[config.mk]
export PLATFORM = sky130hd
export DESIGN_NAME = pba_range
export DESIGN_NICKNAME = d
export VERILOG_FILES = /design/src/pba_pkg.sv /design/src/pba_range.sv
export SDC_FILE = /design/constraint.sdc
export NUM_CORES = 1
export LEC_CHECK = 0
export BUFFER_PORTS_ARGS = -buffer_cell sky130_fd_sc_hd__buf_2
export CAP_MARGIN = 20
export CORE_ASPECT_RATIO = 0.9
export CORE_MARGIN = 8
export CORE_UTILIZATION = 55
export CTS_BUF_LIST = sky130_fd_sc_hd__clkbuf_2
export DETAILED_ROUTE_END_ITERATION = 8
export PLACE_DENSITY = 0.79
export SETUP_SLACK_MARGIN = 0.05
export SLEW_MARGIN = 15
export SYNTH_ARGS = -nofsm -noshare
export SYNTH_HDL_FRONTEND = slang
export SYNTH_SLANG_ARGS = --single-unit
export TNS_END_PERCENT = 1
[constraint.sdc]
create_clock -name i_clk -period 10.5 [get_ports i_clk]
set_clock_uncertainty 0.05 [all_clocks]
set_input_delay 2.1 -clock i_clk [delete_from_list [all_inputs] [get_ports i_clk]]
set_output_delay 2.1 -clock i_clk [all_outputs]
set_load 0.05 [all_outputs]
[src/pba_pkg.sv]
package pba_pkg;

    // fixed field widths
    localparam int ADDR_W    = 32;
    localparam int CNT_W     = 13;
    localparam int KIND_W    = 2;
    localparam int CFG_IDX_W = 1;
    localparam int CFG_DAT_W = 32;

    // parameter defaults
    localparam int DEF_PAGE_SHIFT = 12;
    localparam int DEF_MAX_PAGES  = 4096;

    // region size after reset
    localparam int RESET_REGION_PAGES = 4096;

    // bitmap byte with every page used
    localparam logic [7:0] BYTE_ALL_USED = 8'hff;

    typedef logic [KIND_W-1:0]    t_kind;
    typedef logic [CFG_IDX_W-1:0] t_cfg_idx;

    // request kinds
    localparam t_kind KIND_ALLOC   = 2'd0;
    localparam t_kind KIND_FREE    = 2'd1;
    localparam t_kind KIND_RESERVE = 2'd2;
    localparam t_kind KIND_RELEASE = 2'd3;

    // configuration register indexes
    localparam t_cfg_idx CFG_REGION_BASE  = 1'b0;
    localparam t_cfg_idx CFG_REGION_PAGES = 1'b1;

endpackage

[src/pba_range.sv]
module pba_range #(
    parameter int PAGE_SHIFT = 12,
    parameter int IDX_W      = 13
) (
    input  logic                   i_clk,
    input  logic                   i_rst_n,
    input  logic                   i_load,
    input  logic [pba_pkg::ADDR_W:0]   i_start_addr,
    input  logic [pba_pkg::ADDR_W:0]   i_end_addr,
    input  logic [pba_pkg::ADDR_W-1:0] i_region_base,
    input  logic [IDX_W-1:0]       i_active_pages,
    output logic                   o_done,
    output logic [IDX_W-1:0]       o_lo,
    output logic [IDX_W-1:0]       o_hi
);
    import pba_pkg::*;

    localparam int ALW = ADDR_W + 2;
    localparam logic [ALW-1:0] PG_MASK = (ALW'(1) << PAGE_SHIFT) - ALW'(1);

    logic           r_stage_a;
    logic [ALW-1:0] r_alg_lo;
    logic [ALW-1:0] r_alg_hi;
    logic           r_done;
    logic [IDX_W-1:0] r_lo;
    logic [IDX_W-1:0] r_hi;

    // first page whose start is at or above an aligned address, clamped
    function automatic logic [IDX_W-1:0] page_index(
        input logic [ALW-1:0]    aligned,
        input logic [ADDR_W-1:0] base,
        input logic [IDX_W-1:0]  n
    );
        logic [ALW-1:0] sum;
        logic [ALW-1:0] q;
        logic [IDX_W-1:0] idx;
        sum = aligned - ALW'(base) + PG_MASK;
        q   = sum >> PAGE_SHIFT;
        if (aligned <= ALW'(base)) begin
            idx = '0;
        end else if (q > ALW'(n)) begin
            idx = n;
        end else begin
            idx = IDX_W'(q);
        end
        return idx;
    endfunction

    // stage a: round both ends up to a page boundary
    always_ff @(posedge i_clk) begin
        if (!i_rst_n) begin
            r_stage_a <= 1'b0;
        end else begin
            r_stage_a <= i_load;
        end
        if (i_load) begin
            r_alg_lo <= (ALW'(i_start_addr) + PG_MASK) & ~PG_MASK;
            r_alg_hi <= (ALW'(i_end_addr) + PG_MASK) & ~PG_MASK;
        end
    end

    // stage b: convert to page indexes inside the region
    always_ff @(posedge i_clk) begin
        if (!i_rst_n) begin
            r_done <= 1'b0;
        end else begin
            r_done <= r_stage_a;
        end
        if (r_stage_a) begin
            r_lo <= page_index(r_alg_lo, i_region_base, i_active_pages);
            r_hi <= page_index(r_alg_hi, i_region_base, i_active_pages);
        end
    end

    assign o_done = r_done;
    assign o_lo   = r_lo;
    assign o_hi   = r_hi;

endmodule

After elaboration in Yosys (flattened, before gate mapping)
Index checks and enable logic that the tools add are counted.
{"block": "op_classes", "add_sub_neg": 6, "magnitude_cmp": 4, "muxes": 2}
{"cell": "33-bit by 12-bit adder with 34-bit output, second input constant", "count": 2}
{"cell": "34-bit by 12-bit adder with 34-bit output, second input constant", "count": 2}
{"cell": "34-bit by 32-bit <= comparator with 1-bit output", "count": 2}
{"cell": "34-bit by 32-bit subtractor with 34-bit output", "count": 2}
{"cell": "22-bit by 13-bit greater-than comparator with 1-bit output", "count": 2}
{"cell": "13-bit two-way mux", "count": 2}
{"block": "word_totals", "ff_bits": 72, "in_bits": 114, "out_inout_bits": 27, "elab_cells": 18}

Logic depth before layout (Yosys ltp)
Gate-level depths: netlist of the first run.
{"block": "logic_depth", "depth_word": 4, "ltp_mapped": 24, "ltp_nobuf": 23}

Least setup slack after synthesis of the first run
Ideal clock, no wire load.
{"block": "synth_timing", "path_type": "input to register", "start": "input port i_region_base[13] in the netlist's numbering", "end": "register r_lo[10], in the netlist o_lo[10], data pin", "setup_time_ns": 0.259, "arrival_ns": 6.148, "required_time_ns": 10.191, "path_slack_ns": 4.043, "path_stages": 22, "path_cell_list": "inv_1 -> ha_1 -> ha_1 -> inv_1 -> fa_1 -> nor2b_1 -> o211ai_1 -> a2111oi_0 -> nor2_1 -> xnor2_1 -> ha_1 -> a21o_1 -> a21o_1 -> nor3_1 -> nand3_1 -> a211oi_1 -> o2111ai_1 -> a211oi_1 -> o221ai_1 -> clkbuf_1 -> o21ai_0 -> a21boi_1"}
{"block": "synth_between", "elab_chain_cells": 4, "word_cells_on_any_way": 5}
{"element": "from (decl)", "line": "pba_range.sv:10", "source": "input logic [pba_pkg::ADDR_W-1:0] i_region_base,"}
{"element": "34-bit by 32-bit subtractor with 34-bit output", "line": "pba_range.sv:37", "source": "sum = aligned - ALW'(base) + PG_MASK;"}
{"element": "34-bit by 12-bit adder with 34-bit output", "line": "pba_range.sv:37"}
{"element": "22-bit by 13-bit greater-than comparator with 1-bit output", "line": "pba_range.sv:41", "source": "end else if (q > ALW'(n)) begin"}
{"element": "13-bit two-way mux", "line": "pba_range.sv:41"}
{"element": "to (signal assigned)", "line": "pba_range.sv:70", "source": "r_lo <= page_index(r_alg_lo, i_region_base, i_active_pages);"}
{"element": "to (decl)", "line": "pba_range.sv:25", "source": "logic [IDX_W-1:0] r_lo;"}
Several ways; a longest one is shown, not always the timed one.
A chain may end at the register's enable or synchronous reset.

Final worst setup path of the first run
{"block": "layout_timing", "start": "input port i_region_base[13] in the netlist's numbering", "end": "register r_lo[0], in the netlist o_lo[0], data pin"}
The elaborated chain is that of the path after synthesis.

==> results of run 1 <==
==> registers in the layout (all words and copies together), names as in the netlist <==
signal / count
o_done: 1
o_lo: 13
r_alg_hi: 22
r_stage_a: 1
r_alg_lo: 22
o_hi: 13
==> worst paths after layout <==
kind,start,to,cells after the start
worst max register to register,r_alg_hi[13]$_DFFE_PP_,o_hi[4]$_SDFFCE_PP0P_,20
worst min register to register,r_stage_a$_SDFF_PN0_,o_hi[12]$_SDFFCE_PP0P_,0
worst max-delay path,i_region_base[13],o_lo[0]$_SDFFCE_PP0P_,23
worst min-delay path,r_stage_a$_SDFF_PN0_,o_hi[12]$_SDFFCE_PP0P_,0
==> cells in the mapped netlist, types with 4 or more instances <==
cell      count
and4_1        6
a31oi_1       9
a211oi_1      8
and3_1        9
mux2i_1      16
nand4_1      14
fa_1         20
edfxtp_1     70
o21bai_1     10
nand2b_1     15
a21o_1       13
o211ai_1      4
nor2_1       64
o21a_1        6
inv_1        95
and2_1        5
nor4_1       10
a21boi_1     11
nand3_1      33
a21boi_0      4
nand2_1      52
nor3_1       13
ha_1        110
a21oi_1      42
clkbuf_1      6
xor2_1       23
o21ai_0      33
xnor2_1      40
nor2b_1      13
==> stage by stage <==
| step | instance area [µm²] | util | power [W] |
|---|---|---|---|
| after floorplan | 7530 | - | 0.000713 |
| after global placement | 8390 | 0.628 | 0.000837 |
| after detailed placement | 8390 | 0.628 | 0.000846 |
| after CTS | 8480 | 0.634 | 0.000978 |
| after global routing | 8500 | 0.636 | 0.00106 |
| final | 8500 | 0.636 | 0.000981 |
==> placed cells by master, fill, tap and decap left out, types with 11 or more instances in the layout <==
cell      instances
buf_2           140
ha_1            110
inv_1            95
edfxtp_1         70
nor2_1           64
nand2_1          52
a21oi_1          42
xnor2_1          40
nand3_1          33
o21ai_0          33
xor2_1           23
fa_1             20
mux2i_1          16
nand2b_1         15
nand4_1          14
nor3_1           13
a21o_1           13
nor2b_1          13
clkbuf_2         12
a21boi_1         11
==> cells by family after synthesis <==
kind of cell / synth area share
compound gates: 0.162
xor+xnor: 0.0733
fa+ha+maj: 0.236
buf+inv: 0.0542
flops: 0.285
mux: 0.0213
simple gates: 0.168
==> final cells by class <==
type                    instances  area (µm²)
fillers                      1205        4860
inverters                      95         357
repair buffers                143         731
clock buffers                  12        60.1
well taps                     168         210
multi-input cells             638        4980
diodes                          2        5.00
clock inverters                 4        21.3
flip-flops and latches         72        2140
==> worst register-to-register path: cells and delay by family, from the launching register on <==
family	cells	cell delay (ns)
compound gates	6	1.22
flops	1	0.45
xor+xnor	1	0.24
simple gates	7	1.88
mux	1	0.30
buf+inv	1	0.06
fa+ha+maj	4	1.22
==> per-layer routing <==
| metal | GRT usage | vias up |
|---|---|---|
| met4 | 0.0432 | 0 |
| met2 | 0.332 | 214 |
| met3 | 0.0510 | 15 |
| met1 | 0.288 | 2927 |
| li1 | - | 3221 |
| met5 | 0 | - |
==> report_power, final <==
part           internal (W)  total, W  switching (W)
clock network     0.0000325  0.000131      0.0000980
logic              0.000202  0.000501       0.000299
registers          0.000339  0.000349     0.00000992
==> flow_summary.yaml, run 1 <==
outcome:
  status: "finished clean"
yosys:
  yosysSeqAreaShare: 0.285
  synth_cell_type_count: 70
  syn_inst: 815
  synth_edf_count: 70
  synthTopCellsByArea: "edfxtp_1 (28%), ha_1 (18%), fa_1 (5.3%)"
  yosys_warnings: 0
  synthArstFlopShare: 0
  syn_avg_cell_area_um2: 9.24
  synth_top_flop_cell: "edfxtp_1"
  syn-num-nets: 1059
  ys_ff_latch: 72
  synth_top_area_frac: 0.279
  synth_top_area_cell: "edfxtp_1"
  syn_area_um2: 7530
global_routing:
  grt_first_pass_wirelength_um: 30400
  grt_max_degree: 46
  grt_pass1_vias: 6284
  gr-total-overflow: 0
  antenna_found_initial: 2
  grt_usage: 0.210
detailed_routing:
  via_per_inst: 5.62
  top_layer_used: "met4"
  drt-total-wl_um: 18500
  firstDrtPassIters: 5
  vias: 6377
  met1_length_um: 8890
  routed-wl-met3_um: 1270
  drt_iter0_drc: 474
  post-route-drc-count: 0
  met2WireLength_um: 8190
  ant_nets: 0
  wl_per_cell_um: 16.3
floorplanning:
  io_pins: 141
  dieArea_um2: 17700
  placementRows: 40
  die_h_um: 127
  fp.dieW_um: 139
  initial_core_util: 0.563
  core-area_um2: 13400
power:
  p_leak_nw: 3.91
  ir_worst_vdd_v: 0.0000464
  powerDensity_nw_per_um2: 115
placement:
  place_worst_setup_slack_ns: 3.01
  dp_hpwl_um: 15800
  gp_congestion: 0.946
  numPortBuffers: 140
  dp_cells: 1114
clock_tree:
  cts_buffers: 9
  max-clock-path-buffers: 2
  clkLatencyLatePin_ns: 0.56
  cts_num_sinks: 72
  ctsResizeCount: 0
  hold_buffers: 0
  clk_pin_slew_ns: 0.20
  htreeDepth: 3
  cts_tree: "yes"
  post_cts_buffers: 0
  root_buffer: "clkbuf_2"
setup_path:
  worstPathCellList: "buf_2, inv_1, ha_1, ha_1, inv_1, fa_1, nor2b_1, o211ai_1, a2111oi_0, nor2_1, xnor2_1, ha_1, a21o_1, a21o_1, nor3_1, nand3_1, a211oi_1, o2111ai_1, a211oi_1, o221ai_1, clkbuf_4, or3_1, a21boi_1"
  rrSetupSlack_ns: 4.88
  cpPeakStageDelay_ns: 0.53
  end_kind: "flop"
  worst_path_most_repeated_cell: "ha_1"
  worstSetupPathType: "primary input to flop"
  start_kind: "primary input"
  cp_max_fo: 12
  path_delay_family: "compound AO/OA/AOI/OAI gates"
  cp_slowest_cell: "a2111oi_0"
  worstPathRequired_ns: 10.88
  critPathArrivalTime_ns: 7.21
  cp.buffers_inverters: 4
final_layout:
  nets: 1203
  area_growth_pct: 13.0
  drive_above_1_share: 0.175
  layout.cells.non_filler: 1134
sta:
  finalSetupViolCount: 0
  rsz0062_at_grt: "no"
  final-hold-violation-count: 0
  whs_ns: 0.608
  setup_ws_ns: 3.67
  relSlewSlack: 0.301
  max_freq_mhz: 146
  worst_pin_slew_ns: 1.04
  period_share: 0.651
  layout_min_cycle_time_ns: 6.83
  slew_viol_final: 0
  tns_ns: 0
worst_hold_path:
  hold_path_class: "flop to flop"
flow_run:
  cap_violations: 0
Note: power is estimated with default switching activity, not from simulation.
==> run 2: changes to the inputs <==
ABC_AREA = 1   (was not set)
PLACE_DENSITY = 0.78   (was 0.79)
clock period = 6.5 ns   (was 10.5 ns; I/O delays follow)
==> run 2 against run 1 <==
Register-to-register slack worse by 2.6 ns; die area is 11% higher; sequential power grew 62%; synthesized cell count rose by 45%; largest power group unchanged; area after synthesis up 13%; highest routed layer unchanged; critical endpoint is now o_hi[6]$_SDFFCE_PP0P_; non-clock buffer count fell by 3; first-iteration DRC count rose by 8.0%; sequential share of layout area shrank 2.6 points; critical path depth fell by 4; power increased by 79%; routed wire length is 26% higher; cell count is 35% higher.
==> flow_summary.yaml, run 2 <==
sta:
  final-hold-violation-count: 0
  layout_min_cycle_time_ns: 4.62
  tns_ns: 0
  relSlewSlack: 0.389
  worst_pin_slew_ns: 0.917
  period_share: 0.711
  slew_viol_final: 0
  setup_ws_ns: 1.88
  finalSetupViolCount: 0
  max_freq_mhz: 216
  rsz0062_at_grt: "no"
detailed_routing:
  post-route-drc-count: 0
  drt-total-wl_um: 23200
  ant_nets: 0
  via_per_inst: 5.24
  wl_per_cell_um: 15.2
  drt_iter0_drc: 512
  firstDrtPassIters: 5
  vias: 8019
setup_path:
  worstPathRequired_ns: 6.80
  r2r_cells: 20
  critPathArrivalTime_ns: 4.92
  worstSetupPathType: "primary input to flop"
  r2r-end: "o_hi[6]$_SDFFCE_PP0P_"
  start_kind: "primary input"
  end_kind: "flop"
  rrSetupSlack_ns: 2.33
  r2r_start: "r_alg_hi[13]$_DFFE_PP_"
  cp_max_fo: 14
yosys:
  syn-num-nets: 1423
  synth_top_area_cell: "edfxtp_1"
  synth_cell_type_count: 43
  synthArstFlopShare: 0
  synth_edf_count: 70
  syn_area_um2: 8500
  syn_avg_cell_area_um2: 7.21
  post-synth-top-count-cell: "nand2_1"
  synth_top_area_frac: 0.247
  yosysSeqAreaShare: 0.252
  ys_ff_latch: 72
  synth_common_cells: "nand2_1 (303), inv_1 (204), ha_1 (110)"
  synth_top_flop_cell: "edfxtp_1"
  yosys_warnings: 0
  syn_inst: 1179
  synthTopCellsByArea: "edfxtp_1 (25%), ha_1 (16%), nand2_1 (13%)"
global_routing:
  grt_pass1_vias: 7579
  grt_usage: 0.232
  grt_max_degree: 46
  antenna_found_initial: 1
  grt_first_pass_wirelength_um: 36500
  gr-total-overflow: 0
final_layout:
  layout_common_cells: "nand2_1 (303), inv_1 (204), buf_2 (140)"
  top_regs: "r_alg_hi: 22 flops, r_alg_lo: 22 flops"
  area_growth_pct: 11.8
  drive_above_1_share: 0.165
  nets: 1565
  final_common_cell: "nand2_1"
  final_util: 0.622
floorplanning:
  core-area_um2: 15300
  dieArea_um2: 19700
  io_pins: 141
  die_h_um: 134
  initial_core_util: 0.557
  fp.dieW_um: 147
  placementRows: 43
clock_tree:
  cts_tree: "yes"
  clk_pin_slew_ns: 0.23
  root_buffer: "clkbuf_2"
  cts_buffers: 9
  htreeDepth: 3
  clkLatencyLatePin_ns: 0.58
  hold_buffers: 0
  max-clock-path-buffers: 2
  ctsResizeCount: 0
  cts_num_sinks: 72
  post_cts_buffers: 0
placement:
  place_worst_setup_slack_ns: 1.32
  dp_hpwl_um: 20400
  gp_congestion: 0.945
  numPortBuffers: 140
power:
  powerDensity_nw_per_um2: 184
  p_leak_nw: 4.98
  ir_worst_vdd_v: 0.0000871
worst_hold_path:
  min_to: "o_done$_SDFF_PN0_"
  hold_path_depth: 2
  hp-start: "r_stage_a$_SDFF_PN0_"
  hold_path_class: "flop to flop"
outcome:
  status: "finished clean"
flow_run:
  cap_violations: 0
==> run 2: cell count changes after synthesis, moves of 15 or more <==
| cell | previous run | this run |
|---|---|---|
| a21oi_1 | 42 | 88 |
| inv_1 | 95 | 204 |
| inv_2 | 0 | 15 |
| mux2i_1 | 16 | 0 |
| nand2_1 | 52 | 303 |
| nand2b_1 | 15 | 0 |
| nand3_1 | 33 | 71 |
| nand4_1 | 14 | 34 |
| nor2_1 | 64 | 92 |
| o21ai_0 | 33 | 17 |
| xnor2_1 | 40 | 11 |
==> run 2: final cells by class <==
type | instances | area (µm²)
diodes | 2 | 5.00
clock buffers | 9 | 45.0
clock inverters | 7 | 77.6
fillers | 1427 | 5770
inverters | 221 | 831
multi-input cells | 877 | 5450
flip-flops and latches | 72 | 2140
well taps | 202 | 253
repair buffers | 140 | 701
==> run 2: through the flow <==
stage,instance area (µm²),power [W],hold WS [ns],instances
finish,9510,0.00175,0.675,1530
global route,9500,0.00189,0.779,1529
CTS,9500,0.00174,0.800,1528
detailed placement,9380,0.00147,0.900,1512
global placement,9380,0.00145,0.878,1512
floorplan,8500,0.00123,0.749,1179
==> run 2: routing by layer <==
layer	vias up	wire length (µm)	global-route usage	part of all wire
li1	4101	-	-	-
met1	3521	10700	0.307	0.46
met2	344	9980	0.361	0.43
met3	53	1720	0.0384	0.074
met4	0	858	0.113	0.037
met5	-	0	0	0
==> run 2: cells by family (layout without fill, tap and decap cells) <==
| logic type | count (synthesis) | after routing | synth area share |
|---|---|---|---|
| other | 0 | 2 | 0 |
| buffers and inverters | 230 | 377 | 0.107 |
| adder cells (fa/ha/maj) | 130 | 130 | 0.209 |
| AND/OR/NAND/NOR | 576 | 576 | 0.305 |
| AO/OA/AOI/OAI | 124 | 124 | 0.0786 |
| XOR/XNOR | 47 | 47 | 0.0484 |
| flip-flops | 72 | 72 | 0.252 |
==> run 2: power by group <==
part | internal (W) | switching (W) | total, W
registers | 0.000547 | 0.0000185 | 0.000566
clock network | 0.0000929 | 0.000183 | 0.000276
logic | 0.000315 | 0.000594 | 0.000909
==> run 2: how the worst max path moves through the flow <==
stage                 startpoint                      to  cells past startpoint
6_report       i_region_base[18]   o_hi[6]$_SDFFCE_PP0P_                     19
5_1_grt        i_region_base[13]   o_hi[2]$_SDFFCE_PP0P_                     22
4_1_cts        i_region_base[14]   o_hi[6]$_SDFFCE_PP0P_                     21
3_5_place_dp   i_region_base[14]   o_hi[6]$_SDFFCE_PP0P_                     21
3_3_place_gp   i_region_base[14]   o_hi[1]$_SDFFCE_PP0P_                     21
2_1_floorplan  i_region_base[13]  o_hi[10]$_SDFFCE_PP0P_                     22
==> run 2: worst max-delay path, stage by stage <==
cell and delay [ns]:
buf_2 0.09, inv_1 0.11, ha_1 0.19, inv_1 0.07, fa_1 0.65, o21bai_1 0.17
a21oi_1 0.18, nand2_2 0.09, a21oi_1 0.17, xor2_1 0.30, ha_1 0.31, nand3_1 0.13
inv_1 0.05, nand2_1 0.06, a21oi_1 0.07, nor2_2 0.43, nand3_2 0.32, nand2_1 0.15
a21oi_1 0.07
